$ cat config.mk
export PLATFORM = sky130hd
export DESIGN_NAME = sorted_stack_merge
export DESIGN_NICKNAME = d
export VERILOG_FILES = /design/src/sv/ssm_pkg.sv /design/src/sv/sorted_stack_merge.sv
export SDC_FILE = /design/constraint.sdc
export NUM_CORES = 2
export LEC_CHECK = 0
export BUFFER_PORTS_ARGS = -buffer_cell sky130_fd_sc_hd__buf_2
export CAP_MARGIN = 20
export CORE_ASPECT_RATIO = 1.25
export CORE_MARGIN = 2
export CORE_UTILIZATION = 57
export DETAILED_ROUTE_END_ITERATION = 6
export PLACE_DENSITY = 0.76
export SETUP_SLACK_MARGIN = 0.02
export SYNTH_ARGS = -nofsm -noshare
export SYNTH_HDL_FRONTEND = slang
export SYNTH_SLANG_ARGS = --single-unit
export TNS_END_PERCENT = 5
$ cat constraint.sdc
create_clock -name clk -period 5.98 [get_ports clk]
set_input_delay 0.897 -clock clk [delete_from_list [all_inputs] [get_ports clk]]
set_output_delay 0.897 -clock clk [all_outputs]
set_load 0.01 [all_outputs]
$ cat src/sv/ssm_pkg.sv
// ssm_pkg: shared codes and constants for sorted_stack_merge
// no dependencies
`default_nettype none

package ssm_pkg;

    typedef logic [1:0] mode_t;
    typedef logic [1:0] status_t;
    typedef logic signed [31:0] word_t;

    localparam mode_t MODE_PUSH_A = 2'd0;
    localparam mode_t MODE_PUSH_B = 2'd1;
    localparam mode_t MODE_MERGE  = 2'd2;
    localparam mode_t MODE_CLEAR  = 2'd3;

    localparam status_t ST_OK    = 2'd0;
    localparam status_t ST_FULL  = 2'd1;
    localparam status_t ST_EMPTY = 2'd2;

    // most results one merge transaction emits
    localparam int MAX_RESULTS = 32;
    localparam int OUT_CNT_W   = 6;
    localparam int CAP_MAX     = 32;

endpackage

`default_nettype wire

$ cat src/sv/sorted_stack_merge.sv
// sorted_stack_merge: two bounded stacks merged into one sequence, largest first
// depends on ssm_pkg
//
// A request transaction carries mode and value. Push onto stack A or B, and
// clear, each give one result (status full when a push is dropped). A merge
// pops the smaller of the two stack tops (A on a tie) into the merged store,
// one element per cycle through a single signed comparator, then reads the
// store back one entry at a time (registered memory read, then output load,
// which waits for a free output register), largest first, at most 32
// results, last set on the final one. A merge of two empty stacks gives one
// result with status nothing-to-merge. The block takes a new request only
// when the sequencer is idle and the output register is free or being emptied.
`default_nettype none

module sorted_stack_merge
    import ssm_pkg::*;
#(
    parameter int STACK_DEPTH = 16
) (
    input  wire logic                clk,
    input  wire logic                rst_n,
    input  wire logic                req_valid,
    output logic                     req_ready,
    input  wire logic [1:0]          mode,
    input  wire logic signed [31:0]  value,
    output logic                     res_valid,
    input  wire logic                res_ready,
    output logic signed [31:0]       value_res,
    output logic [1:0]               status,
    output logic                     last
);

    // capacity clamped to the legal range
    localparam int CAP     = (STACK_DEPTH < 1) ? 1 :
                             ((STACK_DEPTH > CAP_MAX) ? CAP_MAX : STACK_DEPTH);
    localparam int CNT_W   = $clog2(CAP + 1);
    localparam int ADDR_W  = (CAP > 1) ? $clog2(CAP) : 1;
    localparam int MDEPTH  = 2 * CAP;
    localparam int MCNT_W  = $clog2(MDEPTH + 1);
    localparam int MADDR_W = $clog2(MDEPTH);
    localparam int TOT_W   = MCNT_W + OUT_CNT_W;

    // sequencer states
    localparam logic [1:0] S_IDLE  = 2'd0;
    localparam logic [1:0] S_MERGE = 2'd1;
    localparam logic [1:0] S_RD    = 2'd2;
    localparam logic [1:0] S_LOAD  = 2'd3;

    logic [1:0] state_reg, state_next;

    // stacks: written at the push slot, read only at the top
    word_t stack_a_mem [CAP];
    word_t stack_b_mem [CAP];
    logic [CNT_W-1:0] a_cnt_reg, a_cnt_next;
    logic [CNT_W-1:0] b_cnt_reg, b_cnt_next;
    logic             a_we, b_we;

    // merged store, ascending; registered read port
    word_t merged_mem [MDEPTH];
    logic [MCNT_W-1:0]    m_cnt_reg, m_cnt_next;
    logic                 m_we;
    word_t                m_wdata;
    logic                 m_re;
    word_t                m_rd_data_reg;
    logic [MADDR_W-1:0]   rd_addr_reg, rd_addr_next;
    logic [OUT_CNT_W-1:0] remain_reg, remain_next;

    // output register
    logic    res_valid_reg, res_valid_next;
    word_t   value_res_reg, value_res_next;
    status_t status_reg, status_next;
    logic    last_reg, last_next;
    logic    out_load;
    logic    out_free;

    logic             accept;
    logic             a_nz, b_nz, a_full, b_full;
    word_t            top_a, top_b;
    logic             take_a;
    logic [CNT_W:0]   both_cnt;
    logic [TOT_W-1:0] tot_ext;

    assign out_free  = !res_valid_reg || res_ready;
    assign req_ready = (state_reg == S_IDLE) && out_free;
    assign accept    = req_valid && req_ready;

    assign a_nz   = (a_cnt_reg != '0);
    assign b_nz   = (b_cnt_reg != '0);
    assign a_full = (a_cnt_reg >= CNT_W'(CAP));
    assign b_full = (b_cnt_reg >= CNT_W'(CAP));

    // top of each stack, only looked at while the stack is not empty
    assign top_a = stack_a_mem[ADDR_W'(a_cnt_reg - CNT_W'(1))];
    assign top_b = stack_b_mem[ADDR_W'(b_cnt_reg - CNT_W'(1))];

    // the shared comparator: A wins a tie, an empty side never wins
    assign take_a   = a_nz && (!b_nz || (top_a <= top_b));
    assign both_cnt = {1'b0, a_cnt_reg} + {1'b0, b_cnt_reg};
    assign tot_ext  = TOT_W'(m_cnt_reg) + TOT_W'(1);
    assign m_wdata  = take_a ? top_a : top_b;

    always_comb
    begin
        state_next     = state_reg;
        a_cnt_next     = a_cnt_reg;
        b_cnt_next     = b_cnt_reg;
        a_we           = 1'b0;
        b_we           = 1'b0;
        m_cnt_next     = m_cnt_reg;
        m_we           = 1'b0;
        m_re           = 1'b0;
        rd_addr_next   = rd_addr_reg;
        remain_next    = remain_reg;
        out_load       = 1'b0;
        value_res_next = '0;
        status_next    = ST_OK;
        last_next      = 1'b1;

        unique case (state_reg)
            S_IDLE:
            begin
                if (accept)
                begin
                    unique case (mode)
                        MODE_PUSH_A:
                        begin
                            out_load = 1'b1;
                            if (a_full)
                            begin
                                status_next = ST_FULL;
                            end
                            else
                            begin
                                a_we       = 1'b1;
                                a_cnt_next = a_cnt_reg + CNT_W'(1);
                            end
                        end
                        MODE_PUSH_B:
                        begin
                            out_load = 1'b1;
                            if (b_full)
                            begin
                                status_next = ST_FULL;
                            end
                            else
                            begin
                                b_we       = 1'b1;
                                b_cnt_next = b_cnt_reg + CNT_W'(1);
                            end
                        end
                        MODE_CLEAR:
                        begin
                            out_load   = 1'b1;
                            a_cnt_next = '0;
                            b_cnt_next = '0;
                        end
                        MODE_MERGE:
                        begin
                            if (!a_nz && !b_nz)
                            begin
                                out_load    = 1'b1;
                                status_next = ST_EMPTY;
                            end
                            else
                            begin
                                m_cnt_next = '0;
                                state_next = S_MERGE;
                            end
                        end
                        default:
                        begin
                            out_load = 1'b0;
                        end
                    endcase
                end
            end
            S_MERGE:
            begin
                // one pop per cycle into the merged store
                m_we       = 1'b1;
                m_cnt_next = m_cnt_reg + MCNT_W'(1);
                if (take_a)
                begin
                    a_cnt_next = a_cnt_reg - CNT_W'(1);
                end
                else
                begin
                    b_cnt_next = b_cnt_reg - CNT_W'(1);
                end
                if (both_cnt == (CNT_W + 1)'(1))
                begin
                    // this was the last element: read back from the newest entry
                    state_next   = S_RD;
                    rd_addr_next = MADDR_W'(m_cnt_reg);
                    remain_next  = (tot_ext > TOT_W'(MAX_RESULTS)) ?
                                   OUT_CNT_W'(MAX_RESULTS) : tot_ext[OUT_CNT_W-1:0];
                end
            end
            S_RD:
            begin
                m_re       = 1'b1;
                state_next = S_LOAD;
            end
            S_LOAD:
            begin
                if (out_free)
                begin
                    out_load       = 1'b1;
                    value_res_next = m_rd_data_reg;
                    last_next      = (remain_reg == OUT_CNT_W'(1));
                    if (remain_reg == OUT_CNT_W'(1))
                    begin
                        state_next = S_IDLE;
                    end
                    else
                    begin
                        remain_next  = remain_reg - OUT_CNT_W'(1);
                        rd_addr_next = rd_addr_reg - MADDR_W'(1);
                        state_next   = S_RD;
                    end
                end
            end
            default:
            begin
                state_next = S_IDLE;
            end
        endcase
    end

    always_comb
    begin
        if (out_load)
        begin
            res_valid_next = 1'b1;
        end
        else if (res_ready)
        begin
            res_valid_next = 1'b0;
        end
        else
        begin
            res_valid_next = res_valid_reg;
        end
    end

    // control state
    always_ff @(posedge clk or negedge rst_n)
    begin
        if (!rst_n)
        begin
            state_reg     <= S_IDLE;
            a_cnt_reg     <= '0;
            b_cnt_reg     <= '0;
            m_cnt_reg     <= '0;
            res_valid_reg <= 1'b0;
            remain_reg    <= '0;
            rd_addr_reg   <= '0;
        end
        else
        begin
            state_reg     <= state_next;
            a_cnt_reg     <= a_cnt_next;
            b_cnt_reg     <= b_cnt_next;
            m_cnt_reg     <= m_cnt_next;
            res_valid_reg <= res_valid_next;
            remain_reg    <= remain_next;
            rd_addr_reg   <= rd_addr_next;
        end
    end

    // output payload, no reset needed
    always_ff @(posedge clk)
    begin
        if (out_load)
        begin
            value_res_reg <= value_res_next;
            status_reg    <= status_next;
            last_reg      <= last_next;
        end
    end

    // stack storage
    always_ff @(posedge clk)
    begin
        if (a_we)
        begin
            stack_a_mem[ADDR_W'(a_cnt_reg)] <= value;
        end
        if (b_we)
        begin
            stack_b_mem[ADDR_W'(b_cnt_reg)] <= value;
        end
    end

    // merged store: one write port, one registered read port
    always_ff @(posedge clk)
    begin
        if (m_we)
        begin
            merged_mem[MADDR_W'(m_cnt_reg)] <= m_wdata;
        end
        if (m_re)
        begin
            m_rd_data_reg <= merged_mem[rd_addr_reg];
        end
    end

    assign res_valid = res_valid_reg;
    assign value_res = value_res_reg;
    assign status    = status_reg;
    assign last      = last_reg;

    // stack fill never passes the capacity
    a_stack_bound: assert property (@(posedge clk) disable iff (!rst_n)
        (a_cnt_reg <= CNT_W'(CAP)) && (b_cnt_reg <= CNT_W'(CAP)))
        else $error("stack count beyond capacity");

    // a merge of non-empty stacks starts the pop sequence
    a_merge_start: assert property (@(posedge clk) disable iff (!rst_n)
        (accept && (mode == MODE_MERGE) && (a_nz || b_nz)) |=> (state_reg == S_MERGE))
        else $error("merge did not start");

    // leaving the pop sequence means both stacks are drained
    a_merge_drained: assert property (@(posedge clk) disable iff (!rst_n)
        ((state_reg == S_MERGE) && (state_next != S_MERGE)) |=>
        ((a_cnt_reg == '0) && (b_cnt_reg == '0)))
        else $error("merge ended with stack elements left");

    // only merged elements come without last, always with ok status
    a_mid_ok: assert property (@(posedge clk) disable iff (!rst_n)
        (res_valid && !last) |-> (status == ST_OK))
        else $error("non-final result with error status");

endmodule

`default_nettype wire
==> results.md <==
- YS warnings: 0
- Status: finished, final reports clean
- Async SR Flop Fraction: 1.40%
- Fill count: around 9200
- Final Skew: 0.0591 ns
- Post-synth top area share: 76.1%
- DR vias/cell: between 6 and 7
- Largest Register: merged_mem
- Wire length per cell: about 35 µm
- Overall Global Routing Usage: 28.6%
- Crit path capture type: flop
- Leading cell type in the layout, fill and taps excluded: edfxtp_1
- GRT overflow: 0
- Crit path required time: 6.51 ns
- RSZ-0062 raised after global routing: true
- CP Max Fanout: 50
- Storage cell area: 64300 µm²
- Post-Synth Simple-Gate Area: 1.93%
- Yosys reg bits: 2145
- Initial core utilization: a little under three fifths
- Synth Flop Type: edfxtp_1
- Num CTS Buffers: approximately 190
- DRT iter0 DRCs: 5351
- Number of synthesized flops with an enable pin: 2115
- Die height: 432 µm
- Final worst-path cycle share: 98.7%
- Initial DRT Pass Iterations: 6
- Die Wd: 346 µm
- Maxcap violations: 0
- Row cnt: about 160
- Ranking of synthesized cells by area: edfxtp_1, mux4_2, mux2i_1
- Clock sinks: between 2000 and 2500
- Maximum clock path buffer count: 3
- Synth cell types: 62
- HPWL after DPL: 116000 µm
- Reg-to-Reg Start: a_cnt_reg[1]$_DFFE_PN0P_
- Num ports: 75
- Multi-input logic area: 18700 µm²
- Drc violations: 0
- # hold bufs at CTS: 0
- Largest family of logic cells by synthesized area: multiplexers
- Crit start category: flop
- HP Class: input port to async pin
- Sequential share of the synthesized area: 77.0%
- Synth Area in XOR/XNOR: 0.0944%
- Post-Syn Area: about 84000 µm²
- Net Count, Synth: between 3000 and 4000
- WP data arrival: 6.44 ns
- Post-Syn Area per Cell: 21.9 µm²
- Clock Latency Late Sink: 0.86 ns
- Initial antenna violation count: 23
- Most frequent cells in the layout: edfxtp_1, mux4_2, clkbuf_16, mux2i_1, buf_4
- Max reg flops: 1024
- CTS H-tree depth: 4
- Crit Path Class: flop to flop
- Layout Cells excl Fill: 6089
- Worst R2R Setup Slack: slightly below 0.08 ns
- Fin Setup TNS: 0 ns
- Largest net degree at the start of global routing: roughly 150
- Final nets: 4110
- Max-slew violations: 0
- First-pass GRT wire length: 300000 µm
- Cell taking the most area after synthesis: edfxtp_1
- Core area: 146000 µm²
- Die area: 150000 µm²
- Mapped Cells: between 3000 and 4000
- Crit-path slowest cell: mux2_2
- Critical-path cell list: inv_1 -> ha_4 -> buf_12 -> mux4_2 -> mux4_2 -> ha_1 -> nand4_1 -> or4_1 -> nor2_1 -> a21oi_1 -> or3b_1 -> nand3_4 -> buf_12 -> mux2_2
- Adder-Cell Fraction of Synth Area: 0.878%
- R2R cell count: 14
- Largest stage delay on the critical path: 0.75 ns
- Setup Buffers After CTS: 0
- Clock root buffer: clkbuf_16
- Setup violations, final: 0
- Final Critical Period: approximately 5.9 ns
- Final WL: 211000 µm
- Share of layout cells above drive strength 1: 27.3%
- CTS clk-pin slew, worst paths: 0.06 ns
- RePlAce Congestion: 0.857
- Mux cell area share after synthesis: 16.7%
- Fin. Hold Viols: 0
- # port buffers: 74
- Vias in the first global route: ~42000
- Peak Freq: 0.169 GHz
- Hold_ws: roughly 0.14 ns
- Rel. slew slack: 19.3%
- P&R area growth vs syn: 12.0%
- CTS tree: yes
- Largest regs: merged_mem (1024), stack_a_mem (512), stack_b_mem (512)
- Compound-gate portion of the synthesized area: 2.16%
- Slew @ Worst Pin: 1.21 ns
- Placed cell count: 5728
- Routed Antenna Nets: 0
- Via count: 41144
- Critical R2R Capture: merged_mem[13][25]$_DFFE_PP_
[cells in the mapped netlist, types with 3 or more instances]
cell,n
ha_1,57
o31ai_1,33
nand4_1,12
a21o_1,7
inv_1,56
nand3b_1,4
nand3_1,18
nor3b_1,5
nand2b_1,7
buf_1,26
xnor2_1,8
buf_4,5
nor3_1,13
mux4_2,544
o22ai_1,38
nand2_1,82
nor2_1,144
and3_1,39
mux2i_1,133
o221ai_1,32
edfxtp_1,2115
buf_2,42
mux2_2,27
dfrtp_1,30
and2_1,8
or2_2,3
mux2_4,5
o21ai_0,64
o21a_1,3
a21oi_1,70
a31oi_1,5
clkbuf_1,126
a221oi_1,3
[area by class of cell]
type	instances	share of cell area, %
inverters	56	0.225
clock buffers	251	5.43
diodes	8	0.0214
multi-input cells	1404	20.0
flip-flops and latches	2145	68.8
clock inverters	102	1.13
repair buffers	215	1.89
well taps	1908	2.55
[layer usage]
layer	routed length, µm	part of all wire, %	vias up	GRT usage, %
met5	179	0.085	-	0
met4	11100	5.3	28	14.2
met3	20200	9.6	596	5.47
met2	108000	51	2544	48.6
met1	71600	34	21559	35.6
li1	-	-	16417	-
[metrics by stage]
| step | utilization [%] | instance area (µm²) | worst slack (ns) |
|---|---|---|---|
| finish | 64.1 | 93500 | 0.0772 |
| global route | 64.0 | 93500 | 0.0216 |
| CTS | 64.0 | 93500 | 0.199 |
| detailed placement | 59.8 | 87300 | 0.252 |
| global placement | 59.8 | 87300 | 0.349 |
| floorplan | - | 83500 | 0.326 |
[worst max-delay path: cells and delay by family, from the launching register on]
| kind | cells | cell delay [ns] |
|---|---|---|
| DFF | 1 | 0.48 |
| muxes | 3 | 1.77 |
| and+or+nand+nor | 5 | 1.43 |
| buffers and inverters | 3 | 0.78 |
| adders and majority gates | 2 | 0.90 |
| AOI/OAI and AO/OA | 1 | 0.13 |
[how the worst max path moves through the flow]
stage | from | to | slack (ns)
floorplan | a_cnt_reg[0]$_DFFE_PN0P_ | merged_mem[0][0]$_DFFE_PP_ | 0.33
global placement | a_cnt_reg[1]$_DFFE_PN0P_ | merged_mem[2][24]$_DFFE_PP_ | 0.35
detailed placement | a_cnt_reg[1]$_DFFE_PN0P_ | merged_mem[9][25]$_DFFE_PP_ | 0.25
CTS | a_cnt_reg[1]$_DFFE_PN0P_ | merged_mem[3][24]$_DFFE_PP_ | 0.20
global route | a_cnt_reg[1]$_DFFE_PN0P_ | merged_mem[0][18]$_DFFE_PP_ | 0.02
finish | a_cnt_reg[1]$_DFFE_PN0P_ | merged_mem[13][25]$_DFFE_PP_ | 0.08
[timing repair]
action	4_1_cts	5_1_grt
endpoints found under the hold margin	0	0
endpoints found under the setup margin	0	23
resized for setup	0	1
[logic make-up after synthesis]
family / count (synthesis)
multiplexers: 709
buffers and inverters: 257
flip-flops: 2145
adder cells (fa/ha/maj): 58
XOR/XNOR: 9
AO/OA/AOI/OAI: 280
AND/OR/NAND/NOR: 348
Power is left out: the tool's default activity adds up to more than one toggle a clock period on the data nets, which glitch-free logic cannot reach.
